$ cat src/cassm_pkg.sv
// Shared types, constants and day/time match functions for the alarm matcher.
package cassm_pkg;

    localparam int REG_CHANNELS = 2;
    localparam int CFG_IDX_W    = 2;
    localparam int CFG_DATA_W   = 30;
    localparam int DM_W         = 30;
    localparam int TM_W         = 23;
    localparam int STAMP_W      = 32;
    localparam int QUEUE_DEPTH  = 4;

    localparam logic [STAMP_W-1:0] STAMP_NONE = '1;

    // low bit of the register index selects the register within a channel
    localparam logic CFG_DATE_MODE = 1'b0;
    localparam logic CFG_TIMES     = 1'b1;

    typedef struct packed {
        logic [11:0]        cal_year;
        logic [3:0]         cal_month;
        logic [4:0]         cal_day;
        logic [2:0]         week_day;
        logic [4:0]         clock_hour;
        logic [5:0]         clock_minute;
        logic [STAMP_W-1:0] minute_stamp;
    } t_tick;

    typedef struct packed {
        logic [TM_W-1:0] times;
        logic [DM_W-1:0] date_mode;
    } t_chan_cfg;

    // Monday-first mask bit for a Sunday-based weekday; weekday seven hits nothing
    function automatic logic [6:0] weekday_bit(input logic [2:0] wd);
        logic [6:0] r;
        unique case (wd)
            3'd0:    r = 7'b1000000;
            3'd1:    r = 7'b0000001;
            3'd2:    r = 7'b0000010;
            3'd3:    r = 7'b0000100;
            3'd4:    r = 7'b0001000;
            3'd5:    r = 7'b0010000;
            3'd6:    r = 7'b0100000;
            default: r = 7'b0000000;
        endcase
        return r;
    endfunction

    function automatic logic due(input logic [DM_W-1:0] dm, input logic [4:0] hr,
                                 input logic [5:0] mn, input t_tick t);
        logic day_ok;
        if (dm[1]) begin
            day_ok = |(dm[8:2] & weekday_bit(t.week_day));
        end else begin
            day_ok = (t.cal_year == dm[29:18]) && (t.cal_month == dm[17:14]) &&
                     (t.cal_day == dm[13:9]);
        end
        return (t.clock_hour == hr) && (t.clock_minute == mn) && day_ok;
    endfunction

endpackage

$ cat src/calendar_alarm_start_stop_matcher.sv
// Top level: calendar alarm matcher with start and stop actions per channel.
//
// Ticks enter through a queue-style port: a tick is taken when i_push is high
// and o_full is low. Actions leave the same way: the oldest action is shown
// while o_empty is low and is taken when i_pop is high. Registers are written
// through i_cfg_valid / o_cfg_ready (always ready), index and data; write only
// while no actions are pending.
// A tick is matched against every channel in the cycle it is taken, and its
// hit word, if any bit is set, goes into a four-entry queue. The back end loads
// the oldest word from the queue into its pending register and then shows one
// action per cycle while i_pop is high, up to two per channel. Ticks are taken
// one per cycle while the queue has room; a stalled receiver fills the queue
// and raises o_full.
// Reset clears all registers and armed bits, sets the minute stamps to all
// ones and empties the queue.
module calendar_alarm_start_stop_matcher #(
    parameter int NUM_CHANNELS = 2
) (
    input  logic                              i_clk,
    input  logic                              i_rst_n,
    input  logic                              i_push,
    output logic                              o_full,
    input  logic [11:0]                       i_cal_year,
    input  logic [3:0]                        i_cal_month,
    input  logic [4:0]                        i_cal_day,
    input  logic [2:0]                        i_week_day,
    input  logic [4:0]                        i_clock_hour,
    input  logic [5:0]                        i_clock_minute,
    input  logic [31:0]                       i_minute_stamp,
    output logic                              o_empty,
    input  logic                              i_pop,
    output logic                              o_channel,
    output logic                              o_is_start,
    output logic                              o_last_action,
    input  logic                              i_cfg_valid,
    output logic                              o_cfg_ready,
    input  logic [cassm_pkg::CFG_IDX_W-1:0]   i_cfg_index,
    input  logic [cassm_pkg::CFG_DATA_W-1:0]  i_cfg_data
);
    import cassm_pkg::*;

    localparam int HW = 2 * NUM_CHANNELS;

    t_tick         tick;
    logic [HW-1:0] hits;
    logic          hit_push;
    logic          q_full;
    logic          q_pop;
    logic          q_empty;
    logic [HW-1:0] q_data;

    assign tick.cal_year     = i_cal_year;
    assign tick.cal_month    = i_cal_month;
    assign tick.cal_day      = i_cal_day;
    assign tick.week_day     = i_week_day;
    assign tick.clock_hour   = i_clock_hour;
    assign tick.clock_minute = i_clock_minute;
    assign tick.minute_stamp = i_minute_stamp;

    assign o_full      = q_full;
    assign o_cfg_ready = 1'b1;

    cassm_front #(.NUM_CHANNELS(NUM_CHANNELS)) u_front (
        .i_clk       (i_clk),
        .i_rst_n     (i_rst_n),
        .i_push      (i_push),
        .i_q_full    (q_full),
        .i_tick      (tick),
        .i_cfg_valid (i_cfg_valid),
        .i_cfg_index (i_cfg_index),
        .i_cfg_data  (i_cfg_data),
        .o_hits      (hits),
        .o_hit_push  (hit_push)
    );

    cassm_queue #(.WIDTH(HW), .DEPTH(QUEUE_DEPTH)) u_queue (
        .i_clk   (i_clk),
        .i_rst_n (i_rst_n),
        .i_push  (hit_push),
        .i_data  (hits),
        .o_full  (q_full),
        .i_pop   (q_pop),
        .o_data  (q_data),
        .o_empty (q_empty)
    );

    cassm_back #(.NUM_CHANNELS(NUM_CHANNELS)) u_back (
        .i_clk         (i_clk),
        .i_rst_n       (i_rst_n),
        .i_q_data      (q_data),
        .i_q_empty     (q_empty),
        .o_q_pop       (q_pop),
        .i_pop         (i_pop),
        .o_empty       (o_empty),
        .o_channel     (o_channel),
        .o_is_start    (o_is_start),
        .o_last_action (o_last_action)
    );

endmodule

$ cat src/cassm_front.sv
// Front end: register file, per-channel match and once-per-minute state.
module cassm_front #(
    parameter int NUM_CHANNELS = 2
) (
    input  logic                              i_clk,
    input  logic                              i_rst_n,
    input  logic                              i_push,
    input  logic                              i_q_full,
    input  cassm_pkg::t_tick                  i_tick,
    input  logic                              i_cfg_valid,
    input  logic [cassm_pkg::CFG_IDX_W-1:0]   i_cfg_index,
    input  logic [cassm_pkg::CFG_DATA_W-1:0]  i_cfg_data,
    output logic [2*NUM_CHANNELS-1:0]         o_hits,
    output logic                              o_hit_push
);
    import cassm_pkg::*;

    t_chan_cfg          r_cfg        [NUM_CHANNELS];
    logic               r_armed      [NUM_CHANNELS];
    logic [STAMP_W-1:0] r_last_start [NUM_CHANNELS];
    logic [STAMP_W-1:0] r_last_stop  [NUM_CHANNELS];

    logic [NUM_CHANNELS-1:0] start_hit;
    logic [NUM_CHANNELS-1:0] stop_hit;
    logic                    accept;

    assign accept = i_push && !i_q_full;

    always_comb begin
        for (int c = 0; c < NUM_CHANNELS; c++) begin
            start_hit[c] = r_armed[c] && (r_last_start[c] != i_tick.minute_stamp) &&
                           due(r_cfg[c].date_mode, r_cfg[c].times[4:0],
                               r_cfg[c].times[10:5], i_tick);
            stop_hit[c]  = r_armed[c] && r_cfg[c].times[11] &&
                           (r_last_stop[c] != i_tick.minute_stamp) &&
                           due(r_cfg[c].date_mode, r_cfg[c].times[16:12],
                               r_cfg[c].times[22:17], i_tick);
            o_hits[2*c]   = start_hit[c];
            o_hits[2*c+1] = stop_hit[c];
        end
    end

    assign o_hit_push = accept && (|o_hits);

    always_ff @(posedge i_clk) begin
        if (!i_rst_n) begin
            for (int c = 0; c < NUM_CHANNELS; c++) begin
                r_cfg[c]        <= '0;
                r_armed[c]      <= 1'b0;
                r_last_start[c] <= STAMP_NONE;
                r_last_stop[c]  <= STAMP_NONE;
            end
        end else begin
            for (int c = 0; c < NUM_CHANNELS; c++) begin
                if (accept) begin
                    if (start_hit[c]) begin
                        r_last_start[c] <= i_tick.minute_stamp;
                        if (!r_cfg[c].date_mode[1]) begin
                            r_armed[c] <= 1'b0;
                        end
                    end
                    if (stop_hit[c]) begin
                        r_last_stop[c] <= i_tick.minute_stamp;
                    end
                end
                if (i_cfg_valid && (int'(i_cfg_index[1]) == c) && (c < REG_CHANNELS)) begin
                    if (i_cfg_index[0] == CFG_DATE_MODE) begin
                        r_cfg[c].date_mode <= i_cfg_data[DM_W-1:0];
                        r_armed[c]         <= i_cfg_data[0];
                    end else begin
                        r_cfg[c].times <= i_cfg_data[TM_W-1:0];
                    end
                end
            end
        end
    end

endmodule

$ cat src/cassm_queue.sv
// Small first-word-fall-through queue of hit words between front and back.
module cassm_queue #(
    parameter int WIDTH = 4,
    parameter int DEPTH = 4
) (
    input  logic             i_clk,
    input  logic             i_rst_n,
    input  logic             i_push,
    input  logic [WIDTH-1:0] i_data,
    output logic             o_full,
    input  logic             i_pop,
    output logic [WIDTH-1:0] o_data,
    output logic             o_empty
);
    localparam int PW = (DEPTH > 1) ? $clog2(DEPTH) : 1;
    localparam int CW = $clog2(DEPTH + 1);

    logic [WIDTH-1:0] r_mem [DEPTH];
    logic [PW-1:0]    r_wr;
    logic [PW-1:0]    r_rd;
    logic [CW-1:0]    r_count;
    logic             do_push;
    logic             do_pop;

    assign o_full  = (r_count == CW'(DEPTH));
    assign o_empty = (r_count == '0);
    assign o_data  = r_mem[r_rd];
    assign do_push = i_push && !o_full;
    assign do_pop  = i_pop && !o_empty;

    function automatic logic [PW-1:0] bump(input logic [PW-1:0] p);
        return (p == PW'(DEPTH - 1)) ? '0 : p + 1'b1;
    endfunction

    always_ff @(posedge i_clk) begin
        if (do_push) begin
            r_mem[r_wr] <= i_data;
        end
    end

    always_ff @(posedge i_clk) begin
        if (!i_rst_n) begin
            r_wr    <= '0;
            r_rd    <= '0;
            r_count <= '0;
        end else begin
            if (do_push) begin
                r_wr <= bump(r_wr);
            end
            if (do_pop) begin
                r_rd <= bump(r_rd);
            end
            if (do_push && !do_pop) begin
                r_count <= r_count + 1'b1;
            end else if (do_pop && !do_push) begin
                r_count <= r_count - 1'b1;
            end
        end
    end

endmodule

$ cat src/cassm_back.sv
// Back end: drain one hit word, one action per pop, lowest channel first.
module cassm_back #(
    parameter int NUM_CHANNELS = 2
) (
    input  logic                      i_clk,
    input  logic                      i_rst_n,
    input  logic [2*NUM_CHANNELS-1:0] i_q_data,
    input  logic                      i_q_empty,
    output logic                      o_q_pop,
    input  logic                      i_pop,
    output logic                      o_empty,
    output logic                      o_channel,
    output logic                      o_is_start,
    output logic                      o_last_action
);
    localparam int HW = 2 * NUM_CHANNELS;

    logic [HW-1:0] r_pend;
    logic [HW-1:0] n_pend;
    logic          r_valid;
    logic          n_valid;
    logic [HW-1:0] low;
    logic [HW-1:0] rest;
    logic [HW-1:0] start_mask;
    logic [HW-1:0] ch1_mask;
    logic          take;

    always_comb begin
        for (int i = 0; i < HW; i++) begin
            start_mask[i] = ((i % 2) == 0);
            ch1_mask[i]   = (((i / 2) % 2) == 1);
        end
    end

    assign low           = r_pend & (~r_pend + 1'b1);
    assign rest          = r_pend & ~low;
    assign o_empty       = !r_valid;
    assign o_channel     = |(low & ch1_mask);
    assign o_is_start    = |(low & start_mask);
    assign o_last_action = (rest == '0);
    assign take          = r_valid && i_pop;
    assign o_q_pop       = !i_q_empty && (!r_valid || (take && o_last_action));

    always_comb begin
        n_pend  = r_pend;
        n_valid = r_valid;
        if (o_q_pop) begin
            n_pend  = i_q_data;
            n_valid = 1'b1;
        end else if (take) begin
            n_pend  = rest;
            n_valid = !o_last_action;
        end
    end

    always_ff @(posedge i_clk) begin
        if (!i_rst_n) begin
            r_valid <= 1'b0;
        end else begin
            r_valid <= n_valid;
        end
    end

    always_ff @(posedge i_clk) begin
        r_pend <= n_pend;
    end

endmodule

$ cat config.mk
export PLATFORM = sky130hd
export DESIGN_NAME = calendar_alarm_start_stop_matcher
export DESIGN_NICKNAME = d
export VERILOG_FILES = /design/src/cassm_pkg.sv /design/src/calendar_alarm_start_stop_matcher.sv /design/src/cassm_front.sv /design/src/cassm_queue.sv /design/src/cassm_back.sv
export SDC_FILE = /design/constraint.sdc
export NUM_CORES = 1
export LEC_CHECK = 0
export BUFFER_PORTS_ARGS = -buffer_cell sky130_fd_sc_hd__buf_2
export CORE_UTILIZATION = 30
export DETAILED_ROUTE_END_ITERATION = 8
export GPL_TIMING_DRIVEN = 1
export SYNTH_ARGS = -nofsm -noshare
export SYNTH_HDL_FRONTEND = slang
export SYNTH_SLANG_ARGS = --single-unit
$ cat constraint.sdc
create_clock -name i_clk -period 8.2 [get_ports i_clk]
set_input_delay 0.41 -clock i_clk [delete_from_list [all_inputs] [get_ports i_clk]]
set_output_delay 0.41 -clock i_clk [all_outputs]
set_load 0.05 [all_outputs]
==> Implementation_results.wiki, run 1 <==
{| class="wikitable"
! Metric !! Value
|-
| Result of the run || finished, final reports clean
|-
| NetSw || 0.0008472 W
|-
| Sequence of cells on the critical path || xor2_1 -> nor4_1 -> nand4_1 -> o21ai_2 -> nand3_1 -> a31oi_2 -> ha_1 -> inv_1 -> fa_1 -> xor2_1 -> or3_1 -> a21boi_0
|-
| Number of nets in the layout || 1061
|-
| Slack of the worst reg-to-reg path || 4.68 ns
|-
| FF-to-FF End || u_queue.r_count[2]
|-
| Combinational group share of total power || 13.4%
|-
| Port Buffers || 108
|-
| Startpoint type of the worst setup path || register
|-
| CTS Root Buffer Type || sky130_fd_sc_hd__clkbuf_16
|-
| Source of the worst hold timing path || i_cfg_data[9]
|-
| Total Routing Usage GR || 13.36%
|-
| DRC violations left || 0
|-
| Htree depth || 1
|-
| Final setup vio count || 0
|-
| Number of endpoints with negative hold slack in the final report || 0
|-
| Net Count, Synth || 958
|-
| Critical setup path kind || register to register
|-
| Rel. slew slack || 24.04%
|-
| R2R depth || 12
|-
| Fin Clk Skew || 0.01001 ns
|-
| Most used DFF post-synth || sky130_fd_sc_hd__edfxtp_1
|-
| Instance count along the most critical hold path || 2
|-
| Maximum clock frequency || 0.2843 GHz
|-
| Source-to-sink clock delay at the later pin of the worst-skew pair || 0.56 ns
|-
| Max Cap Violations || 0
|-
| Start of the worst register-to-register path || u_front.r_cfg[0][25]
|-
| Sequential group share of total power || 48.9%
|-
| Part of the total power dissipated in the clock network || 37.7%
|-
| Number of fill cells || 3889
|-
| Via Count || 6757
|-
| Initial antenna violation count || 1
|-
| N_diodes || 0
|-
| Detailed placement HPWL || 19820 um
|-
| Post-route setup TNS || 0 ns
|-
| Share of post-route cells with drive strength above 1 || 19.92%
|-
| RePlAce Congestion || 0.7839
|-
| Switching share of power || 25.71%
|-
| Number of vias per cell after detailed routing || 4.508
|-
| Kind of end point of the critical path || register
|-
| Clk pin slew, worst setup/hold paths || 0.06 ns
|-
| Total wirelength of the detailed-routed design || 27400 um
|-
| Slew at the pin with the worst max-slew slack || 1.135 ns
|-
| TritonCTS clock tree || done
|-
| Count of cell types in the netlist || 55
|-
| PD cells || 234.0 nW/um2
|-
| Crit path DAT || 4.00 ns
|-
| Slowest cell delay on critical path || 0.44 ns
|-
| # hold bufs at CTS || 0
|-
| Worst hold slack || 0.1384 ns
|-
| Yosys warns || 0
|-
| Number of violations reported at the end of detailed-routing iteration 0 || 349
|-
| Post CTS Setup Buffer Count || 0
|-
| Largest voltage drop on the vdd net || 0.1457 mV
|-
| Post-synthesis sequential element count || 264
|-
| Cell depth of the worst setup path || 12
|-
| Chip width || 203.6 um
|-
| Number of cells upsized or downsized after cts || 0
|-
| Worst Hold Endpoint || u_front.r_cfg[1][39]
|-
| Final-report max-slew violation count || 0
|-
| Synthesis-to-layout area growth || 15.58%
|-
| Static Leak || 4.419 nW
|-
| Global-route wire length before repair || 41690 um
|-
| Vias in the first global route || 6945
|-
| Final Critical Period || 3.517 ns
|-
| Unrepaired setup endpoints after global routing || false
|-
| Top-level port count || 110
|-
| Die Footprint || 41430 um2
|-
| CP bufs+invs || 1
|-
| Required time at the worst-slack endpoint || 8.68 ns
|-
| Drt wl/cell || 18.28 um
|-
| Core region area || 39910 um2
|-
| Cell family with the largest share of critical-path delay || simple AND/OR/NAND/NOR gates
|-
| First-pass detailed-route iteration total || 5
|-
| Mean Syn Cell Area || 14.39 um2
|-
| Critical-path cell with the highest stage delay || sky130_fd_sc_hd__nor4_1
|-
| Die Y-Extent || 203.6 um
|-
| Global route total overflow || 0
|-
| Maximum fanout encountered on the critical timing path || 5
|-
| Post-detailed-route count of antenna-violating nets || 0
|-
| Int Pwr || 0.002448 W
|-
| Number of core rows || 73
|-
| Count of mapped cells out of synthesis || 847
|-
| CTS Buffer Depth || 3
|-
| Ys async rst share || 0%
|-
| Number of sinks handled by clock tree synthesis || 264
|-
| Worst hold-check path type || primary input to register
|-
| Fin crit share || 42.89%
|-
| Number of buffers created by CTS || 30
|-
| Largest net degree at the start of global routing || 33
|-
| Crit path top cell by count || sky130_fd_sc_hd__xor2_1
|-
| Initial core utilization || 30.53%
|-
| Portion of the post-synthesis area used by sequential elements || 64.23%
|-
| Number of enable-type register cells in the synthesized netlist || 254
|-
| Cell area after synthesis || 12190 um2
|}
==> placed cells by master (no fill, tap or decap), drive strengths merged, types with 2 or more instances in the layout <==
cell / count
edfxtp: 254
xnor2: 132
buf: 118
xor2: 84
nand2b: 67
and2: 58
nand4: 43
clkbuf: 36
nor4: 28
clkinv: 18
nand2: 16
inv: 15
o21ai: 14
dfxtp: 10
nor2: 8
nand3: 7
nor3: 7
mux2i: 7
a21oi: 7
ha: 6
mux4: 5
a31oi: 4
nor2b: 3
o22ai: 2
or3: 2
o211ai: 2
a2111oi: 2
==> per-layer routing <==
metal	vias up	part of all wire, %	track usage (%)
li1	3235	-	-
met1	3341	46	17.95
met2	144	49	22.51
met3	35	4.2	2.205
met4	2	1.5	3.008
met5	-	0.047	0
==> state kept, by name, summed over array words and instances (netlist names), named ones only <==
signal	cells
u_back.r_pend	4
u_back.r_valid	1
u_front.r_armed	2
u_front.r_cfg	104
u_front.r_last_start	64
u_front.r_last_stop	64
u_queue.r_count	3
u_queue.r_mem	16
u_queue.r_rd	2
u_queue.r_wr	2
==> metrics by stage <==
| stage | instances | power (W) | setup WS [ns] | cell area [um2] | util (%) |
|---|---|---|---|---|---|
| 6_report | 1499 | 0.003295 | 4.683 | 14080 | 35.29 |
| 5_1_grt | 1499 | 0.003421 | 4.498 | 14080 | 35.29 |
| 4_1_cts | 1499 | 0.003335 | 4.667 | 14080 | 35.29 |
| 3_5_place_dp | 1443 | 0.002086 | 4.523 | 13170 | 33.00 |
| 3_3_place_gp | 1443 | 0.002077 | 4.436 | 13170 | 33.00 |
| 2_1_floorplan | 847 | 0.001952 | 4.048 | 12190 | - |
==> layout make-up <==
type | instances | area (um2) | share of cell area [%]
clock buffer | 36 | 794.5 | 5.641
tap | 525 | 656.9 | 4.664
sequential | 264 | 7828 | 55.57
clock inverter | 20 | 117.6 | 0.8350
inverter | 15 | 56.30 | 0.3998
timing repair buffer | 118 | 615.6 | 4.371
multi-input combinational | 521 | 4016 | 28.52
==> worst max-delay path by stage <==
stage | slack [ns] | end | from
CTS | 4.67 | u_queue.r_count[2] | u_front.r_cfg[0][25]
global placement | 4.44 | u_queue.r_count[2] | i_cal_day[1]
floorplan | 4.05 | u_front.r_last_stop[0][32] | i_minute_stamp[16]
finish | 4.68 | u_queue.r_count[2] | u_front.r_cfg[0][25]
detailed placement | 4.52 | u_queue.r_count[2] | i_cal_day[1]
global route | 4.50 | u_queue.r_count[2] | u_front.r_cfg[0][10]
==> logic make-up after synthesis <==
kind of cell | count (synthesis) | share of synthesized area, %
compound gates | 41 | 2.505
xor+xnor | 216 | 15.52
fa+ha+maj | 7 | 0.7803
buf+inv | 62 | 3.183
flops | 264 | 64.23
mux | 13 | 1.591
other cells | 1 | 0.03077
simple gates | 243 | 12.16
==> Yosys cell counts, types with 7 or more instances <==
cell type | number | area [um2]
sky130_fd_sc_hd__buf_4 | 17 | 127.6
sky130_fd_sc_hd__nand2_1 | 16 | 60.06
sky130_fd_sc_hd__clkbuf_1 | 7 | 26.28
sky130_fd_sc_hd__buf_2 | 13 | 65.06
sky130_fd_sc_hd__xnor2_1 | 132 | 1156
sky130_fd_sc_hd__o21ai_0 | 11 | 55.05
sky130_fd_sc_hd__nor4_1 | 27 | 168.9
sky130_fd_sc_hd__nor2_1 | 7 | 26.28
sky130_fd_sc_hd__nand3_1 | 7 | 35.03
sky130_fd_sc_hd__nand2b_1 | 57 | 356.6
sky130_fd_sc_hd__buf_6 | 10 | 112.6
sky130_fd_sc_hd__mux2i_1 | 7 | 70.07
sky130_fd_sc_hd__nor3_1 | 7 | 35.03
sky130_fd_sc_hd__inv_1 | 15 | 56.30
sky130_fd_sc_hd__and2_1 | 58 | 362.9
sky130_fd_sc_hd__nand2b_2 | 10 | 87.58
sky130_fd_sc_hd__edfxtp_1 | 254 | 7627
sky130_fd_sc_hd__dfxtp_1 | 10 | 200.2
sky130_fd_sc_hd__nand4_1 | 43 | 269.0
sky130_fd_sc_hd__xor2_1 | 84 | 735.7
==> power groups by stage <==
stage	Clock [W]	Sequential (W)	Combinational, W
6_report	0.00124	0.00161	0.000442
4_1_cts	0.00127	0.00161	0.000450
3_3_place_gp	0	0.00164	0.000439
2_1_floorplan	0	0.00163	0.000322
3_5_place_dp	0	0.00164	0.000446
5_1_grt	0.00132	0.00162	0.000483
Power figures use the tool's default switching activity.
==> run 2, diff against run 1 <==
- clock period: 8.2 -> 2.9 ns (I/O delays scaled with it)
==> run 2 against run 1 <==
  * Setup slack lost 4.7 ns
  * Total power rose to 2.9 times the previous value
  * Clock skew grew 0.0077 ns
  * Die area unchanged
  * Clock-buffer cell count is 6 higher
  * Worst hold slack worse by 0.12 ns
  * Wire length up 3.0%
  * First-iteration DRC count up 16%
  * Critical path depth is the same
==> Implementation_results.wiki, run 2 (synthesis results as in run 1) <==
{| class="wikitable"
! Metric !! Value
|-
| Slew at the pin with the worst max-slew slack || 0.9681 ns
|-
| TritonCTS clock tree || done
|-
| Maximum clock frequency || 0.3451 GHz
|-
| First-pass detailed-route iteration total || 5
|-
| Result of the run || finished, final reports clean
|-
| Synthesis-to-layout area growth || 24.34%
|-
| Fin Clk Skew || 0.01768 ns
|-
| Total wirelength of the detailed-routed design || 28220 um
|-
| Startpoint type of the worst setup path || register
|-
| Final setup vio count || 0
|-
| Number of nets in the layout || 1162
|-
| Number of endpoints with negative hold slack in the final report || 0
|-
| Number of fill cells || 3753
|-
| Maximum fanout encountered on the critical timing path || 3
|-
| PD cells || 624.0 nW/um2
|-
| Non-filler instance count after layout || 1598
|-
| Instance count along the most critical hold path || 2
|-
| Switching share of power || 25.59%
|-
| Die Footprint || 41430 um2
|-
| Start of the worst register-to-register path || u_front.r_cfg[1][39]
|-
| FF-to-FF End || u_queue.r_count[2]
|-
| R2R depth || 12
|-
| Number of buffers created by CTS || 29
|-
| Initial antenna violation count || 1
|-
| Slack of the worst reg-to-reg path || 0.002 ns
|-
| Source-to-sink clock delay at the later pin of the worst-skew pair || 0.55 ns
|-
| Vias in the first global route || 7261
|-
| Top flop regs || u_front.r_cfg x104, u_front.r_last_start x64, u_front.r_last_stop x64
|-
| Chip width || 203.6 um
|-
| Register with the most flip-flops || u_front.r_cfg
|-
| Start point of the critical path || u_front.r_cfg[1][39]
|-
| Clk pin slew, worst setup/hold paths || 0.06 ns
|-
| Kind of end point of the critical path || register
|-
| Number of violations reported at the end of detailed-routing iteration 0 || 404
|-
| Rel. slew slack || 35.30%
|-
| CTS Root Buffer Type || sky130_fd_sc_hd__clkbuf_16
|-
| Largest register FFs || 104
|-
| RePlAce Congestion || 0.7831
|-
| Initial core utilization || 30.53%
|-
| Via Count || 7131
|-
| Commonest non-fill, non-tap cells in the layout || sky130_fd_sc_hd__edfxtp_1, sky130_fd_sc_hd__xnor2_1, sky130_fd_sc_hd__buf_2
|-
| NetSw || 0.002419 W
|-
| Largest voltage drop on the vdd net || 0.4975 mV
|-
| Unrepaired setup endpoints after global routing || true
|-
| Final Critical Period || 2.898 ns
|-
| Crit path DAT || 3.37 ns
|-
| Total Routing Usage GR || 13.58%
|-
| Number of core rows || 73
|-
| Post-detailed-route count of antenna-violating nets || 0
|-
| Source of the worst hold timing path || i_minute_stamp[2]
|-
| N_diodes || 0
|-
| Htree depth || 1
|-
| Critical setup path kind || register to register
|-
| Global-route wire length before repair || 42950 um
|-
| Most common library cell in the layout ignoring fill and taps || sky130_fd_sc_hd__edfxtp_1
|-
| Die Y-Extent || 203.6 um
|-
| Combinational group share of total power || 14.9%
|-
| Number of sinks handled by clock tree synthesis || 264
|-
| Detailed placement HPWL || 20590 um
|-
| Share of post-route cells with drive strength above 1 || 25.26%
|-
| Global route total overflow || 0
|-
| Post-route design area || 15150 um2
|-
| DRC violations left || 0
|-
| Seq. cell area || 7828 um2
|-
| Area after detailed placement || 13740 um2
|-
| Int Pwr || 0.007037 W
|-
| Dpl cells || 1506
|-
| Final-report max-slew violation count || 0
|-
| Top-level port count || 110
|-
| Total area of multi-input combinational cells || 4134 um2
|-
| Fin crit share || 99.92%
|-
| Port Buffers || 108
|-
| Number of vias per cell after detailed routing || 4.462
|-
| Max Cap Violations || 0
|-
| CTS Buffer Depth || 3
|-
| Largest net degree at the start of global routing || 33
|-
| Core region area || 39910 um2
|-
| Worst Hold Endpoint || u_front.r_last_start[0][2]
|-
| Drt wl/cell || 17.66 um
|-
| Sequential group share of total power || 48.2%
|-
| Required time at the worst-slack endpoint || 3.38 ns
|-
| Part of the total power dissipated in the clock network || 36.9%
|-
| Static Leak || 4.948 nW
|-
| Worst hold-check path type || primary input to register
|}
==> run 2: cell count changes in the layout (fill, tap and decap cells not counted), sizes merged <==
| cell | before | now |
|---|---|---|
| buf | 118 | 183 |
| dlygate4sd3 | 0 | 36 |
| clkinv | 18 | 6 |
| clkbuf | 36 | 43 |
| clkinvlp | 1 | 3 |
| inv | 15 | 16 |
==> run 2: worst max-delay path by stage <==
stage	end	slack, ns	cells after the start
after floorplan	u_queue.r_count[2]	0.06	12
after global placement	u_queue.r_count[2]	-0.27	12
after detailed placement	u_queue.r_count[2]	-0.30	13
after CTS	u_queue.r_count[2]	-0.09	12
after global routing	u_queue.r_count[2]	-0.17	12
final	u_queue.r_count[2]	0.002	12
==> run 2: critical path, stage by stage (launching register included) <==
cell                       delay [ns]
sky130_fd_sc_hd__edfxtp_1        0.37
sky130_fd_sc_hd__xor2_1          0.17
sky130_fd_sc_hd__nor4_1          0.37
sky130_fd_sc_hd__nand3_1         0.21
sky130_fd_sc_hd__a21oi_2         0.24
sky130_fd_sc_hd__o22ai_2         0.13
sky130_fd_sc_hd__a31oi_4         0.24
sky130_fd_sc_hd__ha_4            0.17
sky130_fd_sc_hd__inv_2           0.03
sky130_fd_sc_hd__fa_2            0.32
sky130_fd_sc_hd__xor2_1          0.15
sky130_fd_sc_hd__or3_1           0.31
sky130_fd_sc_hd__a21boi_1        0.12
==> run 2: per-layer routing <==
layer  part of all wire (%)  up-vias  global-route usage, %
met5                  0.046        -                      0
li1                       -     3439                      -
met1                     45     3504                  18.36
met2                     49      157                  23.17
met4                    1.3        2                  2.309
met3                    4.5       29                  2.141
==> run 2: cell type report <==
type,instances,share of cell area (%)
Sequential cell,264,51.66
Clock inverter,11,0.6440
Tap cell,525,4.335
Clock buffer,42,5.309
Timing Repair Buffer,220,10.40
Inverter,15,0.3716
Multi-Input combinational cell,521,27.28
==> run 2: what timing repair did <==
action / CTS / global route
pin swaps: 9 / 6
gates cloned: 0 / 1
endpoints found under the setup margin: 1 / 34
buffers inserted: 1 / 2
endpoints found under the hold margin: 88 / 0
gates resized for setup: 11 / 8
hold buffers: 36 / 0
==> run 2: stage by stage <==
stage	setup TNS, ns	hold slack [ns]	total power, W	setup slack, ns	utilization, %
finish	0	0.01414	0.009456	0.002210	37.96
global route	-0.1678	0.01540	0.009837	-0.1678	37.96
CTS	-0.09068	0.001747	0.009472	-0.09068	37.73
detailed placement	-0.2953	0.4409	0.005998	-0.2953	34.43
global placement	-0.2708	0.4343	0.005978	-0.2708	34.43
floorplan	0	0.3424	0.005529	0.06382	-
==> run 2: power groups by stage <==
stage | Combinational, W | Sequential, W | Clock, W
after CTS | 0.00136 | 0.00455 | 0.00357
after global routing | 0.00154 | 0.00459 | 0.00371
after floorplan | 0.000923 | 0.00461 | 0
after detailed placement | 0.00136 | 0.00464 | 0
final | 0.00140 | 0.00456 | 0.00349
after global placement | 0.00135 | 0.00463 | 0
==> run 3, diff against run 2 <==
- SYNTH_HIERARCHICAL: default -> 1
==> run 3 against run 2 <==
  * The run now ends with negative setup slack left
  * Setup slack lost 0.052 ns
  * Total power shrank 4.5%
  * Combinational power down 45%
  * Maximum frequency decreased by 1.8%
  * Synthesized cell count rose by 6.5%
  * First-iteration DRC count grew 0.50%
  * Global-route usage increased by 1.8 points
  * Via count rose by 6.1%
  * Non-clock buffer count fell by 4
  * Sequential cell count unchanged
==> Implementation_results.wiki, run 3 <==
{| class="wikitable"
! Metric !! Value
|-
| NetSw || 0.002030 W
|-
| Synth Area in Simple Gates || 9.813%
|-
| Number of core rows || 73
|-
| R2R depth || 13
|-
| Net Count, Synth || 1013
|-
| Slew at the pin with the worst max-slew slack || 1.016 ns
|-
| Critical-path cell with the highest stage delay || sky130_fd_sc_hd__edfxtp_1
|-
| Core region area || 40010 um2
|-
| Share of the synthesized area in compound gates (AO/OA/AOI/OAI) || 5.577%
|-
| Non-filler instance count after layout || 1632
|-
| Port Buffers || 108
|-
| Top-level port count || 110
|-
| Largest net degree at the start of global routing || 33
|-
| Detailed placement HPWL || 21790 um
|-
| Largest voltage drop on the vdd net || 0.4516 mV
|-
| Part of the total power dissipated in the clock network || 42.5%
|-
| Most used DFF post-synth || sky130_fd_sc_hd__edfxtp_1
|-
| Final-report max-slew violation count || 0
|-
| Maximum clock frequency || 0.3390 GHz
|-
| Register with the most flip-flops || u_front/r_cfg
|-
| Required time at the worst-slack endpoint || 3.39 ns
|-
| Final setup vio count || 1
|-
| Global route total overflow || 0
|-
| Slowest cell delay on critical path || 0.38 ns
|-
| Final worst slack || -0.05023 ns
|-
| Worst setup slack after placement || -0.3310 ns
|-
| Kind of end point of the critical path || register
|-
| RePlAce Congestion || 0.8048
|-
| Start of the worst register-to-register path || u_front/r_cfg[0][26]
|-
| Startpoint type of the worst setup path || register
|-
| Sequence of cells on the critical path || xnor2_1 -> nand4_1 -> nor4_2 -> nand3_2 -> a21bo_2 -> o22ai_4 -> nor2b_4 -> ha_4 -> inv_2 -> fa_2 -> xor2_1 -> or3_4 -> a21boi_1
|-
| Worst hold-check path type || primary input to register
|-
| Number of sinks handled by clock tree synthesis || 264
|-
| Switching share of power || 22.47%
|-
| Cell area after synthesis || 12230 um2
|-
| Leading post-synthesis cells by cell area || sky130_fd_sc_hd__edfxtp_1, sky130_fd_sc_hd__xor2_1, sky130_fd_sc_hd__xnor2_1, sky130_fd_sc_hd__and2_1, sky130_fd_sc_hd__o21ai_1
|-
| Mux share of post-synthesis cell area || 1.361%
|-
| Detail Route met3 WL || 1689 um
|-
| Largest family of logic cells by synthesized area || XOR/XNOR gates
|-
| Crit path DAT || 3.44 ns
|-
| Post-route setup TNS || -0.05023 ns
|-
| FF-to-FF End || u_queue/r_count[2]
|-
| Chip width || 203.9 um
|-
| Worst Hold Endpoint || u_front/r_last_start[0][38]
|-
| Rel. slew slack || 32.30%
|-
| Post-synthesis sequential element count || 264
|-
| Initial antenna violation count || 2
|-
| Drt wl/cell || 19.46 um
|-
| Most common library cell in the layout ignoring fill and taps || sky130_fd_sc_hd__edfxtp_1
|-
| Post-detailed-route count of antenna-violating nets || 0
|-
| Share of post-route cells with drive strength above 1 || 26.22%
|-
| Number of enable-type register cells in the synthesized netlist || 254
|-
| Clk pin slew, worst setup/hold paths || 0.06 ns
|-
| Layout Utilization || 38.40%
|-
| Source of the worst hold timing path || i_minute_stamp[6]
|-
| Critical setup path kind || register to register
|-
| Result of the run || finished, violations left
|-
| Cell taking the most area after synthesis || sky130_fd_sc_hd__edfxtp_1
|-
| Total wirelength of the detailed-routed design || 31760 um
|-
| Met2 routed WL || 15340 um
|-
| Vias in the first global route || 7749
|-
| PD cells || 588.0 nW/um2
|-
| Synth Area in XOR/XNOR || 15.47%
|-
| Initial core utilization || 30.57%
|-
| Ys async rst share || 0%
|-
| First-pass detailed-route iteration total || 7
|-
| Commonest cells post-synth || sky130_fd_sc_hd__edfxtp_1, sky130_fd_sc_hd__xor2_1, sky130_fd_sc_hd__xnor2_1
|-
| Yosys warns || 6
|-
| Top routing layer in use || met5
|-
| Static Leak || 5.177 nW
|-
| Via Count || 7564
|-
| Top flop regs || u_front/r_cfg x104, u_front/r_last_start x64, u_front/r_last_stop x64
|-
| Dpl cells || 1537
|-
| CTS Root Buffer Type || sky130_fd_sc_hd__clkbuf_16
|-
| Most frequent cell after synthesis || sky130_fd_sc_hd__edfxtp_1
|-
| Final Critical Period || 2.950 ns
|-
| Die Footprint || 41570 um2
|-
| Worst hold slack || 0.02758 ns
|-
| CTS Buffer Depth || 3
|-
| Fin Clk Skew || 0.01912 ns
|-
| Number of vias per cell after detailed routing || 4.635
|-
| Synth top area share || 62.38%
|-
| CP bufs+invs || 1
|-
| Maximum fanout encountered on the critical timing path || 2
|-
| Unrepaired setup endpoints after global routing || true
|-
| Sequential group share of total power || 49.0%
|-
| Number of buffers created by CTS || 29
|-
| Wl on met1 || 13860 um
|-
| Htree depth || 1
|-
| Mean Syn Cell Area || 13.56 um2
|-
| Combinational group share of total power || 8.5%
|-
| Source-to-sink clock delay at the later pin of the worst-skew pair || 0.56 ns
|-
| Portion of the post-synthesis area used by sequential elements || 64.01%
|-
| Adder-cell share of the synthesized area || 0.7777%
|-
| Fin crit share || 101.7%
|-
| Largest register FFs || 104
|-
| Count of cell types in the netlist || 54
|-
| Number of nets in the layout || 1194
|-
| Instance count along the most critical hold path || 3
|-
| Synthesis-to-layout area growth || 25.63%
|-
| DRC violations left || 0
|-
| Int Pwr || 0.007003 W
|-
| Total Routing Usage GR || 15.39%
|-
| Cell family with the largest share of critical-path delay || simple AND/OR/NAND/NOR gates
|-
| Die Y-Extent || 203.9 um
|-
| Slack of the worst reg-to-reg path || -0.05 ns
|-
| TritonCTS clock tree || done
|-
| Max Cap Violations || 0
|-
| Count of mapped cells out of synthesis || 902
|-
| Commonest non-fill, non-tap cells in the layout || sky130_fd_sc_hd__edfxtp_1, sky130_fd_sc_hd__xor2_1, sky130_fd_sc_hd__buf_2
|-
| Global-route wire length before repair || 47490 um
|-
| Number of violations reported at the end of detailed-routing iteration 0 || 406
|-
| Number of endpoints with negative hold slack in the final report || 0
|-
| Violations in the final reports || negative setup slack
|}
==> run 3: layout make-up <==
cell class                 instances  area [um2]
fill                            3842       24640
clock buffer                      35       798.3
clock inverter                    19       202.7
tap                              525       656.9
multi-input combinational        562        4325
inverter                          10       37.54
timing repair buffer             216        1511
antenna                            1       2.502
sequential                       264        7828
==> run 3: repair_timing <==
action	in CTS	in global routing
buffers inserted	0	4
setup endpoints to repair	44	54
pin swaps	5	20
hold buffers	34	0
gates resized for setup	8	20
gates cloned	3	0
hold endpoints to repair	74	0
==> run 3: logic make-up after synthesis <==
group                      after synthesis
buffers and inverters                   79
and+or+nand+nor                        218
other                                    1
xor gates and xnor gates               216
DFF                                    264
AOI/OAI and AO/OA                      106
adders and majority gates                7
muxes                                   11
==> run 3: metal layers <==
metal,GRT usage (%),vias to the layer above
met1,20.31,3677
met3,2.344,53
met2,26.01,241
met4,4.511,2
met5,0,-
li1,-,3591
==> run 3: worst max-delay path by stage <==
stage	start	to	slack (ns)	cells past startpoint
2_1_floorplan	u_front/r_cfg[1][18]	u_front/r_last_stop[0][32]	-0.32	6
3_3_place_gp	u_front/r_cfg[0][21]	u_queue/r_count[2]	-0.30	13
3_5_place_dp	u_front/r_cfg[1][26]	u_queue/r_count[2]	-0.33	13
4_1_cts	u_front/r_cfg[0][21]	u_queue/r_count[2]	-0.15	13
5_1_grt	u_front/r_cfg[0][26]	u_queue/r_count[2]	-0.27	13
6_report	u_front/r_cfg[0][26]	u_queue/r_count[2]	-0.05	13
==> run 3: per-stage QoR <==
stage / total power [W] / instance area [um2]
final: 0.009033 / 15360
after global routing: 0.009357 / 15360
after CTS: 0.009126 / 15210
after detailed placement: 0.005223 / 13800
after global placement: 0.005214 / 13800
after floorplan: 0.004914 / 12260
==> run 3: worst min-delay path, stage by stage <==
cell	delay [ns]
sky130_fd_sc_hd__buf_2	0.16
sky130_fd_sc_hd__nor2_1	0.07
sky130_fd_sc_hd__o21ai_1	0.09
==> run 3: power groups by stage <==
| stage | clock network (W) | registers, W | logic [W] |
|---|---|---|---|
| floorplan | 0 | 0.00450 | 0.000419 |
| global placement | 0 | 0.00450 | 0.000714 |
| detailed placement | 0 | 0.00451 | 0.000717 |
| CTS | 0.00394 | 0.00443 | 0.000762 |
| global route | 0.00409 | 0.00444 | 0.000830 |
| finish | 0.00384 | 0.00443 | 0.000767 |
